==> config.mk <==
export PLATFORM = sky130hd
export DESIGN_NAME = multichannel_iir_sensor_conditioner_flat
export DESIGN_NICKNAME = d
export VERILOG_FILES = /design/src/rtl/msc_pkg.sv /design/src/rtl/msc_in_if.sv /design/src/rtl/msc_out_if.sv /design/src/rtl/msc_filter.sv /design/src/rtl/msc_batch.sv /design/src/rtl/multichannel_iir_sensor_conditioner.sv /design/src/flat_wrapper.sv
export SDC_FILE = /design/constraint.sdc
export NUM_CORES = 1
export LEC_CHECK = 0
export CORE_MARGIN = 2
export CORE_UTILIZATION = 60
export CTS_BUF_LIST = sky130_fd_sc_hd__clkbuf_8
export DETAILED_ROUTE_END_ITERATION = 8
export DONT_BUFFER_PORTS = 1
export PLACE_DENSITY = 0.75
export SYNTH_ARGS = -nofsm -noshare
export SYNTH_HDL_FRONTEND = slang
export SYNTH_SLANG_ARGS = --single-unit
==> constraint.sdc <==
create_clock -name clk_i -period 12.6 [get_ports clk_i]
set_clock_uncertainty 0.05 [all_clocks]
set_input_delay 2.52 -clock clk_i [delete_from_list [all_inputs] [get_ports clk_i]]
set_output_delay 2.52 -clock clk_i [all_outputs]
set_load 0.02 [all_outputs]
==> src/rtl/msc_pkg.sv <==
// shared types, codes and constants of the multichannel iir sensor conditioner
// no dependencies; used by every module and interface of the block
package msc_pkg;

  localparam int CH_W     = 2;
  localparam int NUM_CH   = 3;
  localparam int SAMPLE_W = 16;
  localparam int FRAC_W   = 8;
  localparam int ACC_W    = 32;
  localparam int GAIN_W   = 9;
  localparam int PCT_W    = 7;
  localparam int CNT_W    = 8;

  // channel codes
  localparam logic [CH_W-1:0] CH_REFERENCE  = 2'd0;
  localparam logic [CH_W-1:0] CH_THERMISTOR = 2'd1;
  localparam logic [CH_W-1:0] CH_LIGHT      = 2'd2;
  localparam logic [CH_W-1:0] CH_NONE       = 2'd3;

  // configuration register indexes
  localparam int CFG_IDX_W = 3;
  localparam int CFG_DATA_W = 9;
  localparam logic [CFG_IDX_W-1:0] CFG_THERM_GAIN = 3'd0;
  localparam logic [CFG_IDX_W-1:0] CFG_REF_GAIN   = 3'd1;
  localparam logic [CFG_IDX_W-1:0] CFG_LIGHT_GAIN = 3'd2;
  localparam logic [CFG_IDX_W-1:0] CFG_LIGHT_OFS  = 3'd3;
  localparam logic [CFG_IDX_W-1:0] CFG_LED_ON     = 3'd4;
  localparam logic [CFG_IDX_W-1:0] CFG_LED_OFF    = 3'd5;
  localparam logic [CFG_IDX_W-1:0] CFG_REPORT     = 3'd6;

  // reset values of the registers
  localparam logic [GAIN_W-1:0] RST_THERM_GAIN = 9'd160;
  localparam logic [GAIN_W-1:0] RST_REF_GAIN   = 9'd160;
  localparam logic [GAIN_W-1:0] RST_LIGHT_GAIN = 9'd4;
  localparam logic [PCT_W-1:0]  RST_LIGHT_OFS  = 7'd20;
  localparam logic [PCT_W-1:0]  RST_LED_ON     = 7'd45;
  localparam logic [PCT_W-1:0]  RST_LED_OFF    = 7'd55;
  localparam logic [CNT_W-1:0]  RST_REPORT     = 8'd4;

  // light scaling: level = (light * 100) >> 10
  localparam logic [PCT_W-1:0] PCT_MAX     = 7'd100;
  localparam int               LIGHT_SHIFT = 10;

  typedef struct packed {
    logic [GAIN_W-1:0] gain_reference;
    logic [GAIN_W-1:0] gain_thermistor;
    logic [GAIN_W-1:0] gain_light;
  } gains_t;

  typedef struct packed {
    logic [PCT_W-1:0] light_offset;
    logic [PCT_W-1:0] led_on_below;
    logic [PCT_W-1:0] led_off_above;
    logic [CNT_W-1:0] report_every;
  } batch_cfg_t;

  typedef struct packed {
    logic [PCT_W-1:0] light_percent;
    logic             led_on;
    logic             report_due;
  } batch_res_t;

endpackage

==> src/rtl/msc_in_if.sv <==
// sample input channel: valid/ready handshake with channel tag, sample and batch end
// depends on msc_pkg
interface msc_in_if;
  logic                                valid;
  logic                                ready;
  logic [msc_pkg::CH_W-1:0]            channel;
  logic signed [msc_pkg::SAMPLE_W-1:0] sample;
  logic                                end_of_batch;

  modport source (output valid, channel, sample, end_of_batch, input ready);
  modport sink (input valid, channel, sample, end_of_batch, output ready);
endinterface

==> src/rtl/msc_out_if.sv <==
// result channel: valid/ready handshake with filtered value and batch evaluation fields
// depends on msc_pkg
interface msc_out_if;
  logic                                valid;
  logic                                ready;
  logic [msc_pkg::CH_W-1:0]            channel_out;
  logic signed [msc_pkg::SAMPLE_W-1:0] filtered_value;
  logic                                batch_done;
  logic [msc_pkg::PCT_W-1:0]           light_percent;
  logic                                led_on;
  logic                                report_due;

  modport source (output valid, channel_out, filtered_value, batch_done, light_percent,
                  led_on, report_due, input ready);
  modport sink (input valid, channel_out, filtered_value, batch_done, light_percent,
                led_on, report_due, output ready);
endinterface

==> src/rtl/msc_filter.sv <==
// per-channel first-order iir: accumulator memory, first-sample flags, update datapath
// depends on msc_pkg
module msc_filter (
  input  logic                                clk_i,
  input  logic                                rst_ni,
  input  logic                                rd_en_i,
  input  logic [msc_pkg::CH_W-1:0]            rd_ch_i,
  input  logic                                exec_i,
  input  logic [msc_pkg::CH_W-1:0]            ch_i,
  input  logic signed [msc_pkg::SAMPLE_W-1:0] x_i,
  input  msc_pkg::gains_t                     gains_i,
  output logic signed [msc_pkg::SAMPLE_W-1:0] filt_o
);
  import msc_pkg::*;

  localparam int DIFF_W = ACC_W + 1;
  localparam int DQ_W   = DIFF_W - FRAC_W;
  localparam int PROD_W = DQ_W + GAIN_W + 1;
  localparam int K_W    = ACC_W - FRAC_W + 1;

  logic [ACC_W-1:0]      acc_mem [NUM_CH];
  logic [ACC_W-1:0]      rdata_q;
  logic [NUM_CH-1:0]     pend_q;
  logic [(1<<CH_W)-1:0]  pend_ext;
  logic [CH_W-1:0]       rd_addr;
  logic                  valid_ch;
  logic                  first;
  logic [GAIN_W-1:0]     gain;
  logic signed [DIFF_W-1:0] diff;
  logic signed [DQ_W-1:0]   dq;
  logic signed [PROD_W-1:0] prod;
  logic [ACC_W-1:0]      w;
  logic signed [K_W-1:0] k;
  logic signed [SAMPLE_W-1:0] sat;
  logic [ACC_W-1:0]      load_val;
  logic                  wr_en;
  logic [ACC_W-1:0]      wr_data;

  assign rd_addr  = (rd_ch_i == CH_NONE) ? CH_REFERENCE : rd_ch_i;
  assign valid_ch = (ch_i != CH_NONE);
  assign pend_ext = {{((1<<CH_W)-NUM_CH){1'b0}}, pend_q};
  assign first    = pend_ext[ch_i];

  always_comb begin
    case (ch_i)
      CH_REFERENCE:  gain = gains_i.gain_reference;
      CH_THERMISTOR: gain = gains_i.gain_thermistor;
      default:       gain = gains_i.gain_light;
    endcase
  end

  // acc += floor((x*256 - acc) / 256) * gain, wrapping at 32 bits
  always_comb begin
    diff = $signed({{(DIFF_W-SAMPLE_W-FRAC_W){x_i[SAMPLE_W-1]}}, x_i, {FRAC_W{1'b0}}})
         - $signed({rdata_q[ACC_W-1], rdata_q});
    dq   = diff[DIFF_W-1:FRAC_W];
    prod = $signed({{(PROD_W-DQ_W){dq[DQ_W-1]}}, dq})
         * $signed({{(PROD_W-GAIN_W){1'b0}}, gain});
    w    = rdata_q + prod[ACC_W-1:0];
    k    = $signed({w[ACC_W-1], w[ACC_W-1:FRAC_W]}) + $signed({{(K_W-1){1'b0}}, w[FRAC_W-1]});
    if (k > $signed(K_W'(32767))) begin
      sat = 16'sh7fff;
    end else if (k < -$signed(K_W'(32768))) begin
      sat = -16'sh8000;
    end else begin
      sat = k[SAMPLE_W-1:0];
    end
  end

  assign load_val = {{(ACC_W-SAMPLE_W-FRAC_W){x_i[SAMPLE_W-1]}}, x_i, {FRAC_W{1'b0}}};
  assign wr_en    = exec_i && valid_ch;
  assign wr_data  = first ? load_val : w;

  always_comb begin
    if (!valid_ch) begin
      filt_o = '0;
    end else if (first) begin
      filt_o = x_i;
    end else begin
      filt_o = sat;
    end
  end

  always_ff @(posedge clk_i) begin
    if (rd_en_i) begin
      rdata_q <= acc_mem[rd_addr];
    end
    if (wr_en) begin
      acc_mem[ch_i] <= wr_data;
    end
  end

  always_ff @(posedge clk_i or negedge rst_ni) begin
    if (!rst_ni) begin
      pend_q <= '1;
    end else begin
      for (int i = 0; i < NUM_CH; i++) begin
        if (exec_i && ch_i == CH_W'(i)) begin
          pend_q[i] <= 1'b0;
        end
      end
    end
  end

endmodule

==> src/rtl/msc_batch.sv <==
// end-of-batch evaluation: light percent, led hysteresis, report counter
// depends on msc_pkg
module msc_batch (
  input  logic                                clk_i,
  input  logic                                rst_ni,
  input  logic                                light_wr_i,
  input  logic signed [msc_pkg::SAMPLE_W-1:0] light_i,
  input  logic                                commit_i,
  input  logic                                eob_i,
  input  msc_pkg::batch_cfg_t                 cfg_i,
  output msc_pkg::batch_res_t                 res_o
);
  import msc_pkg::*;

  localparam int MAG_W = SAMPLE_W - 1;
  localparam int SCL_W = MAG_W + PCT_W;
  localparam int LVL_W = SCL_W - LIGHT_SHIFT;
  localparam int DL_W  = LVL_W + 1;

  logic signed [SAMPLE_W-1:0] latest_q;
  logic                       led_q;
  logic [CNT_W-1:0]           cnt_q;
  logic [MAG_W-1:0]           mag;
  logic [SCL_W-1:0]           scaled;
  logic [LVL_W-1:0]           lvl;
  logic [DL_W-1:0]            dl;
  logic [PCT_W-1:0]           pct;
  logic                       led_d;
  logic                       report;

  always_comb begin
    mag    = latest_q[SAMPLE_W-1] ? '0 : latest_q[MAG_W-1:0];
    scaled = SCL_W'(mag) * SCL_W'(PCT_MAX);
    lvl    = scaled[SCL_W-1:LIGHT_SHIFT];
    dl     = DL_W'(lvl) - DL_W'(cfg_i.light_offset);
    if (DL_W'(lvl) < DL_W'(cfg_i.light_offset)) begin
      pct = '0;
    end else if (dl > DL_W'(PCT_MAX)) begin
      pct = PCT_MAX;
    end else begin
      pct = dl[PCT_W-1:0];
    end
    // on test wins over off test
    if (!eob_i) begin
      led_d = led_q;
    end else if (pct < cfg_i.led_on_below) begin
      led_d = 1'b1;
    end else if (pct > cfg_i.led_off_above) begin
      led_d = 1'b0;
    end else begin
      led_d = led_q;
    end
    report = eob_i && (cnt_q == cfg_i.report_every);
  end

  assign res_o.light_percent = eob_i ? pct : '0;
  assign res_o.led_on        = led_d;
  assign res_o.report_due    = report;

  always_ff @(posedge clk_i or negedge rst_ni) begin
    if (!rst_ni) begin
      latest_q <= '0;
      led_q    <= 1'b0;
      cnt_q    <= '0;
    end else begin
      if (light_wr_i) begin
        latest_q <= light_i;
      end
      if (commit_i && eob_i) begin
        led_q <= led_d;
        cnt_q <= report ? '0 : cnt_q + 1'b1;
      end
    end
  end

endmodule

==> src/rtl/multichannel_iir_sensor_conditioner.sv <==
// three-channel iir sensor conditioner: top level with sequencer, register file, result register
// depends on msc_pkg, msc_in_if, msc_out_if, msc_filter, msc_batch
//
// Each input beat carries one ADC sample tagged with its channel (reference, thermistor,
// light). The channel's first sample loads its accumulator and is passed through; later
// samples run the first-order iir update with that channel's gain and return the value
// rounded on bit 7, saturated to 16 bits. A beat flagged end_of_batch also evaluates the
// latest filtered light value into a 0..100 percent, steps the led hysteresis and the
// report counter. An item goes through three steps: the read of the accumulator memory,
// the multiply and write-back, and the batch evaluation into the result register. The
// next beat is taken in the evaluation step once the result register is free, paced by
// the read/modify/write of the accumulator memory: the next beat's read is
// only issued once this beat's write-back has landed. Every input beat gives exactly one
// result beat; a result waits in the output register while the block goes on.
// Configuration writes belong to idle periods; there is no read-back.
module multichannel_iir_sensor_conditioner (
  input  logic                             clk_i,
  input  logic                             rst_ni,
  msc_in_if.sink                           in_s,
  msc_out_if.source                        out_m,
  input  logic                             cfg_we_i,
  input  logic [msc_pkg::CFG_IDX_W-1:0]    cfg_idx_i,
  input  logic [msc_pkg::CFG_DATA_W-1:0]   cfg_wdata_i
);
  import msc_pkg::*;

  // sequencer states
  localparam logic [1:0] ST_IDLE = 2'd0;
  localparam logic [1:0] ST_FILT = 2'd1;
  localparam logic [1:0] ST_EVAL = 2'd2;

  logic [1:0]                 state_q, state_d;
  logic [CH_W-1:0]            ch_q;
  logic signed [SAMPLE_W-1:0] x_q;
  logic                       eob_q;
  logic signed [SAMPLE_W-1:0] filt_q;
  logic signed [SAMPLE_W-1:0] filt;
  gains_t                     gains_q;
  batch_cfg_t                 bcfg_q;
  batch_res_t                 bres;
  logic                       accept;
  logic                       load_ok;
  logic                       out_load;
  logic                       exec;

  // output register
  logic                       out_vld_q;
  logic [CH_W-1:0]            out_ch_q;
  logic signed [SAMPLE_W-1:0] out_val_q;
  logic                       out_eob_q;
  batch_res_t                 out_res_q;

  // result register frees up when empty or drained this cycle
  assign load_ok  = !out_vld_q || out_m.ready;
  assign out_load = (state_q == ST_EVAL) && load_ok;
  assign exec     = (state_q == ST_FILT);
  assign in_s.ready = (state_q == ST_IDLE) || out_load;
  assign accept   = in_s.valid && in_s.ready;

  always_comb begin
    state_d = state_q;
    unique case (state_q)
      ST_IDLE: begin
        if (accept) state_d = ST_FILT;
      end
      ST_FILT: state_d = ST_EVAL;
      ST_EVAL: begin
        if (out_load) state_d = accept ? ST_FILT : ST_IDLE;
      end
      default: state_d = ST_IDLE;
    endcase
  end

  always_ff @(posedge clk_i or negedge rst_ni) begin
    if (!rst_ni) begin
      state_q   <= ST_IDLE;
      out_vld_q <= 1'b0;
    end else begin
      state_q <= state_d;
      if (out_load) begin
        out_vld_q <= 1'b1;
      end else if (out_m.ready) begin
        out_vld_q <= 1'b0;
      end
    end
  end

  // item payload and datapath registers
  always_ff @(posedge clk_i) begin
    if (accept) begin
      ch_q  <= in_s.channel;
      x_q   <= in_s.sample;
      eob_q <= in_s.end_of_batch;
    end
    if (exec) begin
      filt_q <= filt;
    end
    if (out_load) begin
      out_ch_q  <= ch_q;
      out_val_q <= filt_q;
      out_eob_q <= eob_q;
      out_res_q <= bres;
    end
  end

  // register file
  always_ff @(posedge clk_i or negedge rst_ni) begin
    if (!rst_ni) begin
      gains_q.gain_thermistor <= RST_THERM_GAIN;
      gains_q.gain_reference  <= RST_REF_GAIN;
      gains_q.gain_light      <= RST_LIGHT_GAIN;
      bcfg_q.light_offset     <= RST_LIGHT_OFS;
      bcfg_q.led_on_below     <= RST_LED_ON;
      bcfg_q.led_off_above    <= RST_LED_OFF;
      bcfg_q.report_every     <= RST_REPORT;
    end else if (cfg_we_i) begin
      unique case (cfg_idx_i)
        CFG_THERM_GAIN: gains_q.gain_thermistor <= cfg_wdata_i[GAIN_W-1:0];
        CFG_REF_GAIN:   gains_q.gain_reference  <= cfg_wdata_i[GAIN_W-1:0];
        CFG_LIGHT_GAIN: gains_q.gain_light      <= cfg_wdata_i[GAIN_W-1:0];
        CFG_LIGHT_OFS:  bcfg_q.light_offset     <= cfg_wdata_i[PCT_W-1:0];
        CFG_LED_ON:     bcfg_q.led_on_below     <= cfg_wdata_i[PCT_W-1:0];
        CFG_LED_OFF:    bcfg_q.led_off_above    <= cfg_wdata_i[PCT_W-1:0];
        CFG_REPORT:     bcfg_q.report_every     <= cfg_wdata_i[CNT_W-1:0];
        default: ;
      endcase
    end
  end

  // accumulator read is issued on the accepting edge, write-back in the filter cycle
  msc_filter u_filter (
    .clk_i   (clk_i),
    .rst_ni  (rst_ni),
    .rd_en_i (accept),
    .rd_ch_i (in_s.channel),
    .exec_i  (exec),
    .ch_i    (ch_q),
    .x_i     (x_q),
    .gains_i (gains_q),
    .filt_o  (filt)
  );

  // latest light value is updated in the filter cycle, ahead of this item's evaluation
  msc_batch u_batch (
    .clk_i      (clk_i),
    .rst_ni     (rst_ni),
    .light_wr_i (exec && (ch_q == CH_LIGHT)),
    .light_i    (filt),
    .commit_i   (out_load),
    .eob_i      (eob_q),
    .cfg_i      (bcfg_q),
    .res_o      (bres)
  );

  assign out_m.valid          = out_vld_q;
  assign out_m.channel_out    = out_ch_q;
  assign out_m.filtered_value = out_val_q;
  assign out_m.batch_done     = out_eob_q;
  assign out_m.light_percent  = out_res_q.light_percent;
  assign out_m.led_on         = out_res_q.led_on;
  assign out_m.report_due     = out_res_q.report_due;

endmodule

==> src/flat_wrapper.sv <==
// flat-port wrapper written by rule: the top's interface ports become plain ports
module multichannel_iir_sensor_conditioner_flat import msc_pkg::*;
  (clk_i, rst_ni, cfg_we_i, cfg_idx_i, cfg_wdata_i, in_s_valid, in_s_channel, in_s_sample, in_s_end_of_batch, in_s_ready, out_m_valid, out_m_channel_out, out_m_filtered_value, out_m_batch_done, out_m_light_percent, out_m_led_on, out_m_report_due, out_m_ready);
  msc_in_if in_s_i ();
  msc_out_if out_m_i ();
  input  logic clk_i;
  input  logic rst_ni;
  input  logic cfg_we_i;
  input  logic [msc_pkg::CFG_IDX_W-1:0] cfg_idx_i;
  input  logic [msc_pkg::CFG_DATA_W-1:0] cfg_wdata_i;
  input wire logic [$bits(in_s_i.valid)-1:0] in_s_valid;
  input wire logic [$bits(in_s_i.channel)-1:0] in_s_channel;
  input wire logic [$bits(in_s_i.sample)-1:0] in_s_sample;
  input wire logic [$bits(in_s_i.end_of_batch)-1:0] in_s_end_of_batch;
  output wire logic [$bits(in_s_i.ready)-1:0] in_s_ready;
  output wire logic [$bits(out_m_i.valid)-1:0] out_m_valid;
  output wire logic [$bits(out_m_i.channel_out)-1:0] out_m_channel_out;
  output wire logic [$bits(out_m_i.filtered_value)-1:0] out_m_filtered_value;
  output wire logic [$bits(out_m_i.batch_done)-1:0] out_m_batch_done;
  output wire logic [$bits(out_m_i.light_percent)-1:0] out_m_light_percent;
  output wire logic [$bits(out_m_i.led_on)-1:0] out_m_led_on;
  output wire logic [$bits(out_m_i.report_due)-1:0] out_m_report_due;
  input wire logic [$bits(out_m_i.ready)-1:0] out_m_ready;
  assign in_s_i.valid = in_s_valid;
  assign in_s_i.channel = in_s_channel;
  assign in_s_i.sample = in_s_sample;
  assign in_s_i.end_of_batch = in_s_end_of_batch;
  assign in_s_ready = in_s_i.ready;
  assign out_m_valid = out_m_i.valid;
  assign out_m_channel_out = out_m_i.channel_out;
  assign out_m_filtered_value = out_m_i.filtered_value;
  assign out_m_batch_done = out_m_i.batch_done;
  assign out_m_light_percent = out_m_i.light_percent;
  assign out_m_led_on = out_m_i.led_on;
  assign out_m_report_due = out_m_i.report_due;
  assign out_m_i.ready = out_m_ready;
  multichannel_iir_sensor_conditioner u_core (.clk_i(clk_i), .rst_ni(rst_ni), .in_s(in_s_i), .out_m(out_m_i), .cfg_we_i(cfg_we_i), .cfg_idx_i(cfg_idx_i), .cfg_wdata_i(cfg_wdata_i));
endmodule
==> results.md <==
- Synthesized area per cell: 10.2 sq um
- Pin count of the biggest net entering global routing: 98
- # resized after CTS: 0
- DRT antenna net count: 0
- Crit Path Class: reg2reg
- Die Y: 202 microns
- Worst path slowest cell: o31ai_4
- # rows: 72
- Unrepaired setup endpoints after global routing: no
- Total congestion overflow: 0
- Crit path DAT: 11600 ps
- Min Clock Period, post-route: 11110 ps
- Layout cells sized above 1: 8.80%
- Final count of negative-setup-slack endpoints: 0
- Syn_nets: 2737
- Clk root buf: clkbuf_8
- Mapped Cells: 2322
- Top Ports: 66
- Seq/Total Area, Yosys: 33.6%
- Final Max Tran Viols: 0
- Register clock-pin slew on the reported worst setup and hold paths: 70 ps
- Worst slew margin: 11.9%
- First-pass GRT wire length: 94900 microns
- Drt drc: 0
- #FFs+latches synth: 278
- Sink Count: 278
- Crit path max fanout: 14
- Wire per inst: 20.8 microns
- Starting density of the core: 61.0%
- Number of synthesized flops with an enable pin: 191
- Worst-margin pin slew: 1320 ps
- # Post-CTS Setup Buffers: 0
- Area Growth Syn to Fin: 6.41%
- Clock Tree Buf Depth: 3
- DIE AREA: 0.0410 sq mm
- Final wirelength: 59700 microns
- Worst Path Required: 13090 ps
- Hold Crit Class: reg2reg
- Distinct cells, synth: 75
- CP startpoint kind: register
- Vias per cell: 5.99
- Crit. End Element: register
- Hpwl dp: 46100 microns
- Status: finished, final reports clean
- Period utilization: 88.1%
- Dominant synthesized flop cell: edfxtp_1
- H-tree levels: 2
- Mapped Area: 0.0236 sq mm
- RePlAce Congestion: 0.918
- Number of global-route vias before repair: 17223
- Port Buffers: 0
- Die W: 202 microns
- Core area: 0.0387 sq mm
- Yosys warns: 0
- Clk_lat worst skew: 660 ps
- Final nets: 2727
- Final Hold Vio Count: 0
- Ys async rst share: 31.3%
- CP peak stage delay: 750 ps
- DR iter-0 viols: 1429
- Antenna violations before repair: 2
- Via count: 17187
- Iteration count of the initial detailed-routing pass: 5
- Post-CTS Hold Fix Bufs: 0
- Final TNS setup: 0 ps
- Max-Cap Viols: 0
- Fmax: 90.0 MHz
- Crit path top cell by count: fa_1
- Total CTS buffers: 47
- CTS tree: done
- GRT Total Usage: 30.0%
[per-layer routing]
metal / wire, microns / vias up / track usage, %
met2: 26400 / 739 / 44.9
met4: 1850 / 0 / 10.6
met5: 0 / - / 0
met1: 26800 / 8438 / 44.9
li1: - / 7887 / -
met3: 4730 / 123 / 4.57
[cells in the final DEF, fill, tap and decap left out, types with 11 or more instances in the layout]
cell / n
inv_1: 336
nand2_1: 215
fa_1: 213
edfxtp_1: 191
nor2_1: 172
ha_1: 166
a21oi_1: 107
dfrtp_1: 67
nor2b_1: 65
o21ai_0: 64
xnor2_1: 60
mux2_2: 54
clkbuf_8: 54
a211oi_1: 48
mux2i_1: 46
xor2_1: 38
nor3_1: 34
nand3_1: 32
a21o_1: 30
and2_1: 26
nand2b_1: 25
buf_4: 22
dfstp_2: 20
nand4_1: 18
o31ai_1: 17
and3_1: 16
a31oi_1: 15
o21a_1: 15
nor4_1: 11
[critical path, delay by kind of cell (launching register included)]
| kind | cells | cell delay, ps |
|---|---|---|
| fa+ha+maj | 6 | 2990 |
| mux | 1 | 170 |
| compound gates | 15 | 4400 |
| simple gates | 6 | 1970 |
| flops | 1 | 420 |
| buf+inv | 3 | 160 |
| xor+xnor | 2 | 840 |
[logic make-up after synthesis]
| family | count (synthesis) | share of synthesized area, % |
|---|---|---|
| compound gates | 384 | 10.9 |
| xor+xnor | 99 | 3.73 |
| fa+ha+maj | 379 | 26.8 |
| buf+inv | 403 | 6.50 |
| flops | 278 | 33.6 |
| mux | 100 | 4.52 |
| simple gates | 679 | 13.9 |
[state kept, by name (all words and copies together), names as in the netlist]
register,cells
u_core.out_m.light_percent,7
u_core.u_filter.acc_mem,96
u_core.out_m.filtered_value,16
u_core.u_batch.led_q,1
u_core.u_filter.rdata_q,32
u_core.out_m.valid,1
u_core.out_m.led_on,1
u_core.x_q,16
u_core.u_filter.pend_q,3
u_core.gains_q,27
u_core.u_batch.latest_q,16
u_core.bcfg_q,29
u_core.out_m.batch_done,1
u_core.u_batch.cnt_q,8
u_core.ch_q,2
u_core.state_q,2
u_core.eob_q,1
u_core.filt_q,16
u_core.out_m.channel_out,2
u_core.out_m.report_due,1
[area by class of cell]
cell class	count	area (sq um)
timing repair buffer	22	165
antenna	2	5.00
tap	518	648
inverter	322	1210
fill	3068	13600
sequential	278	7940
clock buffer	54	743
multi-input combinational	1641	14200
clock inverter	34	240
[Yosys cell counts, drive strengths merged (46+ instances only)]
master,n,area share [%]
ha,166,8.8
o21ai,75,1.6
dfrtp,67,7.1
inv,322,5.1
nor2,173,2.7
xnor2,60,2.2
clkbuf,69,1.1
fa,213,18
nor2b,65,1.7
edfxtp,191,24
mux2,54,2.6
nand2,215,3.4
a211oi,57,2.0
a21oi,111,2.4
mux2i,46,1.9
[per-stage QoR]
stage	hold WS [ps]	utilization, %	std cells	worst slack (ps)	area (sq um)
after global placement	383	62.4	2781	1840	24200
after global routing	393	64.9	2870	814	25100
after detailed placement	368	62.4	2781	1700	24200
final	384	64.9	2871	1490	25100
after CTS	385	64.9	2869	1660	25100
after floorplan	350	-	2322	3090	23600
[worst paths after layout]
check	slack, ps	depth (start not counted)	from	endpoint
max	1490	33	u_core.u_filter.rdata_q[4]	u_core.u_batch.latest_q[2]
min	380	0	u_core.filt_q[15]	u_core.out_m.filtered_value[15]
max reg2reg	1490	33	u_core.u_filter.rdata_q[4]	u_core.u_batch.latest_q[2]
min reg2reg	380	0	u_core.filt_q[15]	u_core.out_m.filtered_value[15]
max in group asynchronous	10730	0	rst_ni	u_core.gains_q[2]
min in group asynchronous	1520	0	rst_ni	u_core.state_q[0]
Power is not shown: default switching activity piles up to over one toggle a cycle in this logic, so the estimate is an artifact.
